$ cat config.mk
export PLATFORM = sky130hd
export DESIGN_NAME = datamatrix_ascii_encoder_unit
export DESIGN_NICKNAME = d
export VERILOG_FILES = /design/src/dmae_pkg.sv /design/src/dmae_step.sv /design/src/dmae_obuf.sv /design/src/datamatrix_ascii_encoder_unit.sv
export SDC_FILE = /design/constraint.sdc
export NUM_CORES = 1
export LEC_CHECK = 0
export ABC_CLOCK_PERIOD_IN_PS = 4600
export BUFFER_PORTS_ARGS = -buffer_cell sky130_fd_sc_hd__buf_4
export CORE_MARGIN = 5
export CORE_UTILIZATION = 40
export CTS_CLUSTER_SIZE = 16
export DETAILED_ROUTE_END_ITERATION = 7
export HOLD_SLACK_MARGIN = 0.06
export PLACE_DENSITY_LB_ADDON = 0.05
export SLEW_MARGIN = 25
export SYNTH_ARGS = -nofsm -noshare
export SYNTH_HDL_FRONTEND = slang
export SYNTH_SLANG_ARGS = --single-unit
$ cat constraint.sdc
create_clock -name aclk -period 4.6 [get_ports aclk]
set_clock_uncertainty 0.05 [all_clocks]
set_input_delay 0.92 -clock aclk [delete_from_list [all_inputs] [get_ports aclk]]
set_output_delay 0.92 -clock aclk [all_outputs]
set_load 0.05 [all_outputs]
$ cat src/dmae_pkg.sv
// ----------------------------------------------------------------------------
// dmae_pkg
// Shared types, codes and constants of the Data Matrix ASCII encoder unit.
// ----------------------------------------------------------------------------
package dmae_pkg;

    localparam int CW_W   = 8;   // codeword and byte width
    localparam int CNT_W  = 11;  // codeword counter and capacity width
    localparam int RAND_W = 8;   // randomizer residue width

    // The codeword counter saturates here.
    localparam logic [CNT_W-1:0] COUNT_LIMIT = 11'd2047;

    localparam logic [CW_W-1:0] CW_PAD         = 8'd129;
    localparam logic [CW_W-1:0] CW_PAIR_BASE   = 8'd130;
    localparam logic [CW_W-1:0] CW_FNC1        = 8'd232;
    localparam logic [CW_W-1:0] CW_UPPER_SHIFT = 8'd235;
    localparam logic [CW_W-1:0] EXT_OFFSET     = 8'd127;
    localparam logic [CW_W-1:0] DIGIT_ZERO     = 8'd48;
    localparam logic [CW_W-1:0] DIGIT_NINE     = 8'd57;

    // 253-state randomizer constants.
    localparam logic [RAND_W:0]   RAND_STEP = 9'd149;
    localparam logic [RAND_W:0]   RAND_MOD  = 9'd253;
    localparam logic [RAND_W:0]   RAND_WRAP = 9'd254;
    // Residue of 149 * 1 mod 253, the value for the first codeword position.
    localparam logic [RAND_W-1:0] RAND_INIT = 8'd149;

    typedef enum logic [1:0] {
        CMD_DATA = 2'd0,
        CMD_END  = 2'd1,
        CMD_PAD  = 2'd2,
        CMD_NOP  = 2'd3
    } cmd_t;

    typedef enum logic [1:0] {
        ST_CODEWORD   = 2'd0,
        ST_NO_COMPACT = 2'd1,
        ST_FULL       = 2'd2,
        ST_OVERFLOW   = 2'd3
    } status_t;

    typedef enum logic [1:0] {
        MODE_NORMAL   = 2'd0,
        MODE_EXPANDED = 2'd1,
        MODE_COMPACT  = 2'd2,
        MODE_ALT      = 2'd3   // behaves as normal pairing
    } mode_t;

    typedef enum logic [1:0] {
        CFG_MODE      = 2'd0,
        CFG_FNC1_EN   = 2'd1,
        CFG_FNC1_CHAR = 2'd2,
        CFG_CAPACITY  = 2'd3
    } cfg_idx_t;

    typedef struct packed {
        mode_t            mode;
        logic             fnc1_en;
        logic [CW_W-1:0]  fnc1_char;
        logic [CNT_W-1:0] capacity;
    } cfg_t;

    typedef struct packed {
        logic [CW_W-1:0]   pending_byte;
        logic              pending_valid;
        logic [CNT_W-1:0]  count;
        // (149 * (count + 1)) mod 253, kept in step with count.
        logic [RAND_W-1:0] rand_res;
        logic              pad_started;
        logic              stream_invalid;
    } enc_state_t;

    typedef struct packed {
        logic [CW_W-1:0] codeword;
        status_t         status;
        logic            last;
    } result_t;

    // Advance the randomizer residue by one codeword position.
    function automatic logic [RAND_W-1:0] rand_advance(input logic [RAND_W-1:0] r);
        logic [RAND_W:0] s;
        s = {1'b0, r} + RAND_STEP;
        if (s >= RAND_MOD) begin
            s = s - RAND_MOD;
        end
        return s[RAND_W-1:0];
    endfunction

endpackage

$ cat src/dmae_step.sv
// ----------------------------------------------------------------------------
// dmae_step
// Encoding logic for one item: results and next encoder state.
// ----------------------------------------------------------------------------
module dmae_step (
    input  dmae_pkg::cmd_t             cmd,
    input  logic [dmae_pkg::CW_W-1:0]  data_byte,
    input  dmae_pkg::cfg_t             cfg,
    input  dmae_pkg::enc_state_t       st,
    output dmae_pkg::enc_state_t       st_next,
    output logic [1:0]                 n_res,
    output dmae_pkg::result_t          res0,
    output dmae_pkg::result_t          res1
);
    import dmae_pkg::*;

    logic              pb_fnc1, b_fnc1, pb_digit, b_digit, pair_ok;
    logic [CW_W-1:0]   pb, pair_cw;
    logic [1:0]        single_n;
    logic [CW_W-1:0]   single_cw0, single_cw1;
    logic              inc1, inc2;
    logic [CNT_W-1:0]  cnt1, cnt2;
    logic [RAND_W-1:0] rnd1, rnd2;
    logic [RAND_W:0]   pad_sum;
    logic [CW_W-1:0]   pad_cw;
    status_t           stat_a, stat_b;
    logic [1:0]        n_cw;

    assign pb       = st.pending_byte;
    assign pb_fnc1  = cfg.fnc1_en && (pb == cfg.fnc1_char);
    assign b_fnc1   = cfg.fnc1_en && (data_byte == cfg.fnc1_char);
    assign pb_digit = (pb >= DIGIT_ZERO) && (pb <= DIGIT_NINE);
    assign b_digit  = (data_byte >= DIGIT_ZERO) && (data_byte <= DIGIT_NINE);
    assign pair_ok  = (cfg.mode != MODE_EXPANDED) && pb_digit && b_digit
                      && !pb_fnc1 && !b_fnc1;

    // 130 + 10 * first digit + second digit; the low nibble holds the digit value.
    assign pair_cw = CW_PAIR_BASE + {1'b0, pb[3:0], 3'b000} + {3'b000, pb[3:0], 1'b0}
                     + {4'b0000, data_byte[3:0]};

    // Lone encoding of the pending byte.
    always_comb begin
        single_cw1 = '0;
        if (pb_fnc1) begin
            single_n   = 2'd1;
            single_cw0 = CW_FNC1;
        end else if (!pb[CW_W-1]) begin
            single_n   = 2'd1;
            single_cw0 = pb + 8'd1;
        end else begin
            single_n   = 2'd2;
            single_cw0 = CW_UPPER_SHIFT;
            single_cw1 = pb - EXT_OFFSET;
        end
    end

    // Counter and randomizer after the first and second emitted codeword.
    assign inc1   = (st.count != COUNT_LIMIT);
    assign cnt1   = inc1 ? st.count + 11'd1 : st.count;
    assign rnd1   = inc1 ? rand_advance(st.rand_res) : st.rand_res;
    assign inc2   = (cnt1 != COUNT_LIMIT);
    assign cnt2   = inc2 ? cnt1 + 11'd1 : cnt1;
    assign rnd2   = inc2 ? rand_advance(rnd1) : rnd1;
    assign stat_a = (st.count >= cfg.capacity) ? ST_OVERFLOW : ST_CODEWORD;
    assign stat_b = (cnt1 >= cfg.capacity) ? ST_OVERFLOW : ST_CODEWORD;

    // Randomized pad: 129 + residue + 1, wrapped above 254.
    assign pad_sum = {1'b0, st.rand_res} + {1'b0, CW_PAIR_BASE};
    assign pad_cw  = (pad_sum > RAND_WRAP) ? 8'(pad_sum - RAND_WRAP) : pad_sum[CW_W-1:0];

    always_comb begin
        st_next       = st;
        n_res         = 2'd0;
        n_cw          = 2'd0;
        res0.codeword = '0;
        res0.status   = ST_CODEWORD;
        res1.codeword = '0;
        res1.status   = ST_CODEWORD;

        if (cmd == CMD_NOP) begin
            n_res = 2'd0;
        end else if (st.stream_invalid) begin
            n_res       = 2'd1;
            res0.status = ST_NO_COMPACT;
        end else if (cmd == CMD_DATA) begin
            if (st.pad_started) begin
                n_res = 2'd0;
            end else if (!st.pending_valid) begin
                st_next.pending_byte  = data_byte;
                st_next.pending_valid = 1'b1;
            end else if (pair_ok) begin
                st_next.pending_valid = 1'b0;
                n_cw                  = 2'd1;
                res0.codeword         = pair_cw;
            end else if (cfg.mode == MODE_COMPACT) begin
                st_next.stream_invalid = 1'b1;
                st_next.pending_valid  = 1'b0;
                n_res                  = 2'd1;
                res0.status            = ST_NO_COMPACT;
            end else begin
                st_next.pending_byte = data_byte;
                n_cw                 = single_n;
                res0.codeword        = single_cw0;
                res1.codeword        = single_cw1;
            end
        end else if (cmd == CMD_END || st.pending_valid) begin
            // Flush; a pad item with a byte pending does only this.
            if (!st.pending_valid) begin
                n_res = 2'd0;
            end else if (cfg.mode == MODE_COMPACT) begin
                st_next.stream_invalid = 1'b1;
                st_next.pending_valid  = 1'b0;
                n_res                  = 2'd1;
                res0.status            = ST_NO_COMPACT;
            end else begin
                st_next.pending_valid = 1'b0;
                n_cw                  = single_n;
                res0.codeword         = single_cw0;
                res1.codeword         = single_cw1;
            end
        end else if (st.count >= cfg.capacity) begin
            n_res       = 2'd1;
            res0.status = ST_FULL;
        end else if (!st.pad_started) begin
            st_next.pad_started = 1'b1;
            n_cw                = 2'd1;
            res0.codeword       = CW_PAD;
        end else begin
            n_cw          = 2'd1;
            res0.codeword = pad_cw;
        end

        if (n_cw != 2'd0) begin
            n_res       = n_cw;
            res0.status = stat_a;
            res1.status = stat_b;
            if (n_cw == 2'd2) begin
                st_next.count    = cnt2;
                st_next.rand_res = rnd2;
            end else begin
                st_next.count    = cnt1;
                st_next.rand_res = rnd1;
            end
        end

        res0.last = (n_res == 2'd1);
        res1.last = 1'b1;
    end

endmodule

$ cat src/dmae_obuf.sv
// ----------------------------------------------------------------------------
// dmae_obuf
// Two-slot result register that holds the words of one item for the output.
// ----------------------------------------------------------------------------
module dmae_obuf (
    input  logic               aclk,
    input  logic               aresetn,
    input  logic               load,
    input  logic [1:0]         n_res,
    input  dmae_pkg::result_t  res0,
    input  dmae_pkg::result_t  res1,
    output logic               free,
    output logic               out_valid,
    input  logic               out_ready,
    output dmae_pkg::result_t  out_word
);
    import dmae_pkg::*;

    logic [1:0] cnt_reg, cnt_next;
    result_t    slot0_reg, slot0_next;
    result_t    slot1_reg, slot1_next;
    logic       fire;

    assign out_valid = (cnt_reg != 2'd0);
    assign out_word  = slot0_reg;
    assign fire      = out_valid && out_ready;
    // Room for a new item once the slots are empty or drain this cycle.
    assign free      = (cnt_reg == 2'd0) || ((cnt_reg == 2'd1) && out_ready);

    always_comb begin
        cnt_next   = cnt_reg;
        slot0_next = slot0_reg;
        slot1_next = slot1_reg;
        if (load) begin
            cnt_next   = n_res;
            slot0_next = res0;
            slot1_next = res1;
        end else if (fire) begin
            cnt_next   = cnt_reg - 2'd1;
            slot0_next = slot1_reg;
        end
    end

    always_ff @(posedge aclk) begin
        if (!aresetn) begin
            cnt_reg <= 2'd0;
        end else begin
            cnt_reg <= cnt_next;
        end
        slot0_reg <= slot0_next;
        slot1_reg <= slot1_next;
    end

endmodule

$ cat src/datamatrix_ascii_encoder_unit.sv
// ----------------------------------------------------------------------------
// datamatrix_ascii_encoder_unit
// Data Matrix ASCII encodation of a byte stream, with FNC1, modes and padding.
// ----------------------------------------------------------------------------
// An input word carries a command in s_tuser (data byte, end of data, pad step)
// and a byte in s_tdata. Each word passes through an input register, is
// encoded combinationally against the encoder state, and its zero, one or two
// result words land in a two-slot output register. m_tlast marks the final
// word caused by an input word, m_tuser carries its status. A byte is held
// pending until the next byte arrives so that digit pairs can merge. The unit
// takes one input word per cycle while m_tready is high and each word
// produces at most one result word; a word that produces two (upper shift)
// holds the single output port for both, and the next input word waits until
// the first has left. Configuration is written through cfg_wr_en, cfg_addr
// and cfg_wr_data; the user must write it only while the unit is idle, which
// the unit does not enforce. There is no clearing pass after reset.
// ----------------------------------------------------------------------------
module datamatrix_ascii_encoder_unit (
    input  logic        aclk,
    input  logic        aresetn,
    // Configuration write port.
    input  logic        cfg_wr_en,
    input  logic [1:0]  cfg_addr,
    input  logic [10:0] cfg_wr_data,
    // Input stream.
    input  logic        s_tvalid,
    output logic        s_tready,
    input  logic [7:0]  s_tdata,    // [7:0] data_byte
    input  logic [1:0]  s_tuser,    // [1:0] cmd
    // Result stream.
    output logic        m_tvalid,
    input  logic        m_tready,
    output logic [7:0]  m_tdata,    // [7:0] codeword
    output logic [1:0]  m_tuser,    // [1:0] status
    output logic        m_tlast
);
    import dmae_pkg::*;

    cfg_t             cfg_reg;
    enc_state_t       st_reg, st_next;
    logic             in_valid_reg;
    cmd_t             cmd_reg;
    logic [CW_W-1:0]  byte_reg;
    logic             ob_free, go;
    logic [1:0]       n_res;
    result_t          res0, res1, out_word;

    // The input register frees up whenever the held word is encoded.
    assign go       = in_valid_reg && ob_free;
    assign s_tready = !in_valid_reg || ob_free;

    always_ff @(posedge aclk) begin
        if (!aresetn) begin
            in_valid_reg <= 1'b0;
        end else if (s_tvalid && s_tready) begin
            in_valid_reg <= 1'b1;
        end else if (go) begin
            in_valid_reg <= 1'b0;
        end
        if (s_tvalid && s_tready) begin
            cmd_reg  <= cmd_t'(s_tuser);
            byte_reg <= s_tdata;
        end
    end

    // Configuration registers.
    always_ff @(posedge aclk) begin
        if (!aresetn) begin
            cfg_reg.mode      <= MODE_NORMAL;
            cfg_reg.fnc1_en   <= 1'b0;
            cfg_reg.fnc1_char <= '0;
            cfg_reg.capacity  <= 11'd3;
        end else if (cfg_wr_en) begin
            unique case (cfg_idx_t'(cfg_addr))
                CFG_MODE:      cfg_reg.mode      <= mode_t'(cfg_wr_data[1:0]);
                CFG_FNC1_EN:   cfg_reg.fnc1_en   <= cfg_wr_data[0];
                CFG_FNC1_CHAR: cfg_reg.fnc1_char <= cfg_wr_data[CW_W-1:0];
                CFG_CAPACITY:  cfg_reg.capacity  <= cfg_wr_data;
            endcase
        end
    end

    dmae_step u_step (
        .cmd       (cmd_reg),
        .data_byte (byte_reg),
        .cfg       (cfg_reg),
        .st        (st_reg),
        .st_next   (st_next),
        .n_res     (n_res),
        .res0      (res0),
        .res1      (res1)
    );

    // Encoder state advances only when a word is encoded.
    always_ff @(posedge aclk) begin
        if (!aresetn) begin
            st_reg.pending_byte   <= '0;
            st_reg.pending_valid  <= 1'b0;
            st_reg.count          <= '0;
            st_reg.rand_res       <= RAND_INIT;
            st_reg.pad_started    <= 1'b0;
            st_reg.stream_invalid <= 1'b0;
        end else if (go) begin
            st_reg <= st_next;
        end
    end

    dmae_obuf u_obuf (
        .aclk      (aclk),
        .aresetn   (aresetn),
        .load      (go),
        .n_res     (n_res),
        .res0      (res0),
        .res1      (res1),
        .free      (ob_free),
        .out_valid (m_tvalid),
        .out_ready (m_tready),
        .out_word  (out_word)
    );

    assign m_tdata = out_word.codeword;
    assign m_tuser = out_word.status;
    assign m_tlast = out_word.last;

`ifndef SYNTHESIS
    // A broken compact stream stays broken until reset.
    a_invalid_sticky: assert property (@(posedge aclk) disable iff (!aresetn)
        st_reg.stream_invalid |=> st_reg.stream_invalid)
        else $error("stream_invalid cleared without reset");

    // Once padding has begun no byte can be pending.
    a_pad_no_pending: assert property (@(posedge aclk) disable iff (!aresetn)
        st_reg.pad_started |-> !st_reg.pending_valid)
        else $error("byte pending after padding started");

    // Error and full results carry a zero codeword.
    a_err_zero: assert property (@(posedge aclk) disable iff (!aresetn)
        (m_tvalid && (m_tuser == ST_NO_COMPACT || m_tuser == ST_FULL)) |->
        (m_tdata == '0))
        else $error("nonzero codeword on error or full result");

    // The randomizer residue stays below its modulus.
    a_rand_range: assert property (@(posedge aclk) disable iff (!aresetn)
        go |=> ({1'b0, st_reg.rand_res} < RAND_MOD))
        else $error("randomizer residue out of range");
`endif

endmodule
==> results of run 1 <==
critical path, stage by stage, from the launching register on:
cell,delay (ns)
dfxtp_4,0.37
inv_1,0.08
ha_4,0.28
and4b_1,0.18
nand4_1,0.17
o311ai_4,0.15
a21oi_4,0.19
nand2_2,0.07
xor2_1,0.15
o21ai_1,0.11
ha_2,0.19
or4_4,0.50
a21bo_4,0.25
o311a_4,0.38
o31ai_4,0.38
a41oi_2,0.14
or4_1,0.52
a31oi_1,0.16
final cells by class:
type | instances | area, um2 | share of cell area
Timing Repair Buffer | 89 | 681 | 0.0872
Sequential cell | 85 | 2010 | 0.258
Tap cell | 220 | 275 | 0.0353
Multi-Input combinational cell | 643 | 4350 | 0.557
Clock buffer | 9 | 225 | 0.0289
Clock inverter | 7 | 73.8 | 0.00946
Inverter | 50 | 188 | 0.0240
placed cells by master, fill, tap and decap left out, types with 6 or more instances in the layout:
cell type and count:
nand2_1 86, xor2_1 11, edfxtp_1 30, or3_1 13, nor3_1 16, nand3_1 24
o211ai_1 10, mux2i_1 23, xnor2_1 42, nand4_1 11, a31oi_1 6, o21a_1 8
nor2b_1 8, and2_1 9, nand2b_1 9, a21o_1 23, a21oi_1 65, nor2_1 71
inv_1 47, or2_2 10, o21ai_0 42, ha_1 40, and3_1 10, clkbuf_16 9
buf_4 88, dfxtp_1 51
per-stage QoR:
stage	cell area [um2]	TNS, ns
after floorplan	6690	0
after global placement	7400	0
after detailed placement	7400	-0.0394
after CTS	7700	0
after global routing	7810	-0.0235
final	7810	0
worst max-delay path by stage:
stage / to / startpoint / slack (ns) / cells past startpoint
4_1_cts: st_reg[7] / st_reg[3] / 0.06 / 18
3_5_place_dp: st_reg[7] / st_reg[3] / -0.04 / 17
2_1_floorplan: st_reg[7] / st_reg[4] / 0.006 / 20
6_report: st_reg[7] / st_reg[2] / 0.20 / 17
5_1_grt: st_reg[7] / st_reg[3] / -0.02 / 20
3_3_place_gp: st_reg[7] / st_reg[3] / 0.07 / 18
per-layer routing:
| layer | routed length, um | vias to the layer above | GRT usage | part of all wire |
|---|---|---|---|---|
| met5 | 0 | - | 0 | 0 |
| met4 | 325 | 0 | 0.0577 | 0.017 |
| met3 | 628 | 25 | 0.0314 | 0.033 |
| met2 | 8490 | 120 | 0.303 | 0.45 |
| met1 | 9340 | 2877 | 0.269 | 0.50 |
| li1 | - | 3058 | - | - |
power breakdown:
part	internal [W]	total [W]	leakage (nW)	switching (W)
clock network	0.000384	0.000743	0.147	0.000359
registers	0.000848	0.000893	0.738	0.0000452
logic	0.000260	0.000688	2.36	0.000428
total	0.00149	0.00232	3.24	0.000832
logic make-up (layout without fill, tap and decap cells):
kind of cell	after synthesis	after routing	share of synthesized area
mux	25	25	0.0381
fa+ha+maj	47	47	0.0905
buf+inv	96	155	0.0567
flops	85	85	0.302
simple gates	291	291	0.212
compound gates	226	226	0.230
xor+xnor	54	54	0.0712
repair_timing:
action                     CTS  global route
setup endpoints to repair    2             4
pin swaps                    1            14
gates resized for setup      3            16
buffers inserted             0             4
==> results.json, run 1 <==
{
  "status": "completed",
  "grt_max_degree": 45,
  "synth_nets": 898,
  "timing.hold.ws_ns": 0.410,
  "r2r-end": "st_reg[7]",
  "root_buffer": "clkbuf_16",
  "setup_viol": 0,
  "slew_violations": 0,
  "worstPathArrival_ns": 4.64,
  "timing.slew.headroom": 0.440,
  "reg2reg_from": "st_reg[2]",
  "cts_buffers": 9,
  "diodes": 0,
  "setup_ws_ns": 0.196,
  "grt_pass1_vias": 6002,
  "tightest_slew_ns": 0.831,
  "cts_tree": "done",
  "area_growth_pct": 17.6,
  "fin_crit_sh": 0.957,
  "cp.required_ns": 4.83,
  "preCtsSetupSlack_ns": -0.0394,
  "io_pins": 41,
  "ys_ff_latch": 85,
  "netlist_area_um2": 6640,
  "synthFlopType": "dfxtp_1",
  "crit_path_end_kind": "flop",
  "vias": 6080,
  "die_h_um": 139,
  "synth_cell_type_count": 80,
  "synth_top_area_share": 0.166,
  "htreeDepth": 3,
  "holdPathStages": 2,
  "groute.usage.overall": 0.191,
  "drc": 0,
  "fillers": 1633,
  "netlist_instances": 824,
  "avgSynthCellArea_um2": 8.06,
  "holdCritPathClass": "flop to flop",
  "cts_num_sinks": 85,
  "synthTopCellsByArea": "dfxtp_1 (17%), edfxtp_1 (14%), ha_1 (8.3%), xnor2_1 (5.7%), nand2_1 (4.9%)",
  "grt-ovfl-total": 0,
  "nNetsFinal": 952,
  "placed_cells": 1083,
  "drt_iter0_drc": 290,
  "hold_viol_final": 0,
  "ys_seq_area_frac": 0.302,
  "vias_per_cell": 5.51,
  "port_buffers": 40,
  "power.leakage_nw": 3.24,
  "power_w": 0.00232,
  "coreArea_um2": 16400,
  "synth_edf_count": 30,
  "layout.cells.non_filler": 1103,
  "die-area_um2": 19300,
  "initial_core_util": 0.405,
  "hold_end": "cfg_reg[3]",
  "num_rows": 47,
  "postRouteAntennaNets": 0,
  "yosys.cell_count.top_type": "nand2_1",
  "criticalPathCategory": "flop to flop",
  "wire_per_inst_um": 17.0,
  "period_needed_ns": 4.40,
  "first_pass_iters": 5,
  "postCtsHoldBufs": 0,
  "worst_setup_path_start_kind": "flop",
  "r2r_cells": 17,
  "largest_reg_flops": 30,
  "clk_latency_ns": 0.36,
  "drv_cap": 0,
  "yosysTopAreaCell": "dfxtp_1",
  "hold_path_startpoint": "cfg_reg[3]",
  "place_hpwl_um": 14300,
  "cts_max_path_buffers": 2,
  "yosys_warnings": 0,
  "drive_above_1_share": 0.163,
  "cts.clk_slew.worst_paths_ns": 0.07,
  "drt_wl_total_um": 18800,
  "utilization": 0.476,
  "die_x_um": 139,
  "grt_pass1_wl_um": 30500,
  "regToRegSetupSlack_ns": 0.20,
  "peakVddDrop_v": 0.000213,
  "antenna_found_initial": 0,
  "gp_congestion": 0.922,
  "async_flop_share": 0,
  "max_freq_mhz": 227,
  "cp_max_fo": 7,
  "p_per_area_nw_per_um2": 298,
  "synthTopCellsByCount": "nand2_1 (87), nor2_1 (72), a21oi_1 (65)"
}
Note: power is estimated with default switching activity, not from simulation.
==> run 2: changes to the inputs <==
Settings changed: BUFFER_PORTS_ARGS -buffer_cell sky130_fd_sc_hd__buf_4 to -buffer_cell sky130_fd_sc_hd__clkbuf_2.
==> results.json, run 2 (synthesis results as in run 1) <==
{
  "die_h_um": 139,
  "combPwrFrac": 0.291,
  "coreArea_um2": 16400,
  "peakVddDrop_v": 0.000165,
  "drt_wl_total_um": 18900,
  "die-area_um2": 19300,
  "max_stage_delay_ns": 0.51,
  "grt_pass1_vias": 6104,
  "drive_above_1_share": 0.160,
  "area_growth_pct": 15.9,
  "postRouteAntennaNets": 0,
  "drc": 0,
  "power.leakage_nw": 3.21,
  "tightest_slew_ns": 0.813,
  "busiest_layer": "met2",
  "crit_path_end_kind": "flop",
  "grt_max_degree": 26,
  "setup_tns_ns": 0,
  "antenna_found_initial": 0,
  "fillers": 1647,
  "clk_latency_ns": 0.35,
  "first_pass_iters": 4,
  "io_pins": 41,
  "power_w": 0.00232,
  "initial_core_util": 0.405,
  "period_needed_ns": 4.49,
  "use_met2": 0.308,
  "num_rows": 47,
  "layout.cells.non_filler": 1103,
  "timing.slew.headroom": 0.457,
  "cp_max_fo": 8,
  "worstPathArrival_ns": 4.66,
  "switching_share": 0.362,
  "port_buffers": 40,
  "p_clk_frac": 0.324,
  "max_freq_mhz": 223,
  "status": "completed",
  "htreeDepth": 3,
  "die_x_um": 139,
  "vias_per_cell": 5.59,
  "placed_cells": 1084,
  "seqPwrFrac": 0.385,
  "p_per_area_nw_per_um2": 301,
  "nNetsFinal": 952,
  "largest_reg_flops": 30,
  "worst_setup_path_start_kind": "flop",
  "vias": 6167,
  "place_hpwl_um": 14800,
  "gr-usage-met1": 0.271,
  "mostFrequentLayoutCells": "nand2_1 (87), nor2_1 (71), a21oi_1 (65)",
  "crit_path_cell_trace": "buf_6, ha_4, a211o_1, o211ai_1, o211ai_4, a21oi_4, nand2_1, xor2_1, o21ai_1, ha_2, or4_4, and2_1, nand4_1, o311a_4, o31ai_4, a221oi_1, mux2i_1, mux2_1",
  "setup_viol": 0,
  "slew_violations": 0,
  "grt_pass1_wl_um": 30700,
  "cts_buffers": 9,
  "criticalPathCategory": "flop to flop",
  "cts.clk_slew.worst_paths_ns": 0.07,
  "hold_viol_final": 0,
  "cts_tree": "done",
  "use_met3": 0.0300,
  "switchingPower_w": 0.000839,
  "gp_congestion": 0.906,
  "holdCritPathClass": "flop to flop",
  "fin_crit_sh": 0.976,
  "drv_cap": 0,
  "wire_per_inst_um": 17.1,
  "groute.usage.overall": 0.192,
  "grt_setup_unrepaired": "yes",
  "cts_num_sinks": 85,
  "grt-ovfl-total": 0,
  "diodes": 0,
  "drt_iter0_drc": 330,
  "cp_slowest_cell": "or4_4",
  "postCtsHoldBufs": 0,
  "power.internal_w": 0.00148,
  "cts_max_path_buffers": 2,
  "final_common_cell": "nand2_1",
  "root_buffer": "clkbuf_16",
  "cp.required_ns": 4.77
}
-- run 2: path summary, 6_finish.rpt --
kind,from,end,slack [ns],cells past startpoint
setup / recovery,st_reg[3],st_reg[6],0.11,18
hold / removal,cfg_reg[9],cfg_reg[9],0.41,2
setup reg to reg,st_reg[3],st_reg[6],0.11,18
hold reg to reg,cfg_reg[9],cfg_reg[9],0.41,2
-- run 2: through the flow --
stage / setup WS, ns / hold slack, ns / cell area (um2) / utilization
6_report: 0.111 / 0.406 / 7700 / 0.469
5_1_grt: -0.0226 / 0.437 / 7700 / 0.469
4_1_cts: 0.0147 / 0.410 / 7600 / 0.464
3_5_place_dp: -0.0151 / 0.399 / 7300 / 0.445
3_3_place_gp: 0.125 / 0.402 / 7300 / 0.445
2_1_floorplan: 0.00552 / 0.386 / 6690 / -
-- run 2: metal layers --
| metal | part of all wire | wire length, um |
|---|---|---|
| met1 | 0.49 | 9330 |
| met2 | 0.45 | 8520 |
| met3 | 0.040 | 753 |
| met4 | 0.015 | 274 |
| met5 | 0 | 0 |
-- run 2: what timing repair did --
action                                  4_1_cts  5_1_grt
pin swaps                                     1       18
buffers inserted                              0        3
resized for setup                             1       15
endpoints found under the setup margin        2        5
-- run 2: area by class of cell --
cell class	count	area (um2)	area share
timing repair buffer	89	572	0.0743
sequential	85	2010	0.261
tap	220	275	0.0358
clock inverter	7	81.3	0.0106
multi-input combinational	643	4350	0.565
clock buffer	9	225	0.0293
inverter	50	188	0.0244
-- run 2: worst max-delay path, delay by kind of cell (launching register included) --
family          cells  cell delay [ns]
mux                 2             0.60
xor+xnor            1             0.15
compound gates      8             1.75
fa+ha+maj           2             0.38
flops               1             0.34
simple gates        4             0.97
buf+inv             1             0.14
-- run 2: power by group through the flow --
stage                     registers [W]  logic, W  clock network, W
after floorplan                0.000964  0.000418                 0
after global placement         0.000908  0.000650                 0
after detailed placement       0.000910  0.000655                 0
after CTS                      0.000892  0.000658          0.000768
after global routing           0.000901  0.000736          0.000798
final                          0.000892  0.000675          0.000751
==> run 3: changes to the inputs <==
Settings changed: CORE_ASPECT_RATIO from default to 1.2.
==> results.json, run 3 (synthesis results as in run 1) <==
{
  "peakVddDrop_v": 0.000163,
  "setup_ws_ns": 0.106,
  "port_buffers": 40,
  "grt_pass1_vias": 6272,
  "cts_buffers": 9,
  "p_per_area_nw_per_um2": 305,
  "crit_path_end_kind": "flop",
  "mostFrequentLayoutCells": "nand2_1 (87), nor2_1 (71), a21oi_1 (64)",
  "tightest_slew_ns": 0.773,
  "worst_setup_path_start_kind": "flop",
  "setup_viol": 0,
  "grt_max_degree": 45,
  "max_freq_mhz": 223,
  "multi_input_area_um2": 4360,
  "worstPathArrival_ns": 4.73,
  "drv_cap": 0,
  "nNetsFinal": 957,
  "cts.clk_slew.worst_paths_ns": 0.08,
  "ff_latch_area_um2": 2010,
  "final_common_cell": "nand2_1",
  "die_x_um": 128,
  "cp.required_ns": 4.83,
  "slew_violations": 0,
  "htreeDepth": 3,
  "groute.usage.overall": 0.210,
  "final_area_um2": 7740,
  "vias_per_cell": 5.63,
  "largest_reg_flops": 30,
  "area_growth_pct": 16.5,
  "holdCritPathClass": "flop to flop",
  "wire_per_inst_um": 18.1,
  "place_hpwl_um": 15500,
  "criticalPathCategory": "flop to flop",
  "cp_max_fo": 6,
  "postCtsHoldBufs": 0,
  "timing.hold.ws_ns": 0.415,
  "num_rows": 51,
  "status": "completed",
  "diodes": 0,
  "postRouteAntennaNets": 0,
  "cts_num_sinks": 85,
  "drt_wl_total_um": 19900,
  "cts_max_path_buffers": 2,
  "initial_core_util": 0.408,
  "vias": 6193,
  "fillers": 1623,
  "antenna_found_initial": 0,
  "first_pass_iters": 5,
  "cts_tree": "done",
  "preCtsSetupSlack_ns": -0.0317,
  "fin_crit_sh": 0.977,
  "die-area_um2": 19300,
  "grt-ovfl-total": 0,
  "clk_latency_ns": 0.35,
  "period_needed_ns": 4.49,
  "io_pins": 41,
  "timing.slew.headroom": 0.479,
  "power.leakage_nw": 3.24,
  "drt_iter0_drc": 367,
  "drive_above_1_share": 0.168,
  "drc": 0,
  "grt_pass1_wl_um": 32300,
  "coreArea_um2": 16300,
  "die_h_um": 151,
  "gp_congestion": 0.945,
  "hold_viol_final": 0,
  "root_buffer": "clkbuf_16",
  "dpl-instance-area_um2": 7290
}
-- run 3: stage by stage --
step	instances	TNS [ns]	total power, W	util
5_1_grt	1100	-0.0213	0.00248	0.476
2_1_floorplan	824	0	0.00138	-
4_1_cts	1095	0	0.00236	0.469
3_5_place_dp	1077	-0.0317	0.00159	0.448
3_3_place_gp	1077	0	0.00158	0.448
6_report	1100	0	0.00236	0.476
-- run 3: worst max-delay path: stages, from the launching register on --
cell,delay [ns]
dfxtp_2,0.34
buf_4,0.14
ha_4,0.18
a211o_1,0.26
o211ai_1,0.17
o211ai_4,0.15
a21oi_4,0.24
nand2_1,0.09
xor2_1,0.19
o21ai_2,0.10
ha_2,0.18
or4_4,0.51
a21o_1,0.19
a211o_1,0.26
o311a_4,0.13
o31ai_4,0.36
buf_4,0.19
buf_4,0.10
a222oi_1,0.08
nor3_1,0.28
o2111a_1,0.22
-- run 3: report_power, final --
part | leakage [nW] | switching [W] | internal (W) | total (W)
clock network | 0.152 | 0.000370 | 0.000390 | 0.000760
logic | 2.35 | 0.000452 | 0.000257 | 0.000708
registers | 0.737 | 0.0000435 | 0.000849 | 0.000892
-- run 3: path summary, 6_finish.rpt --
kind / startpoint / slack [ns] / endpoint / cells past startpoint
worst max register to register: st_reg[3] / 0.11 / st_reg[5] / 20
worst min register to register: cfg_reg[3] / 0.41 / cfg_reg[3] / 2
worst min-delay path: cfg_reg[3] / 0.41 / cfg_reg[3] / 2
worst max-delay path: st_reg[3] / 0.11 / st_reg[5] / 20
-- run 3: final cells by class --
class,count,area share
Tap cell,212,0.0343
Timing Repair Buffer,94,0.0783
Inverter,50,0.0243
Clock buffer,9,0.0291
Clock inverter,7,0.0118
Multi-Input combinational cell,643,0.563
Sequential cell,85,0.259
-- run 3: repair_timing --
action,CTS,global route
setup endpoints to repair,1,8
buffers inserted,2,5
pin swaps,1,17
resized for setup,0,19
-- run 3: layer usage --
layer  wire length (um)  GRT usage  up-vias  part of all wire
met3                583     0.0194       43             0.029
li1                   -          -     3067                 -
met4                616     0.0902        0             0.031
met1               8530      0.253     2945              0.43
met5                  0          0        -                 0
met2              10200      0.380      138              0.51
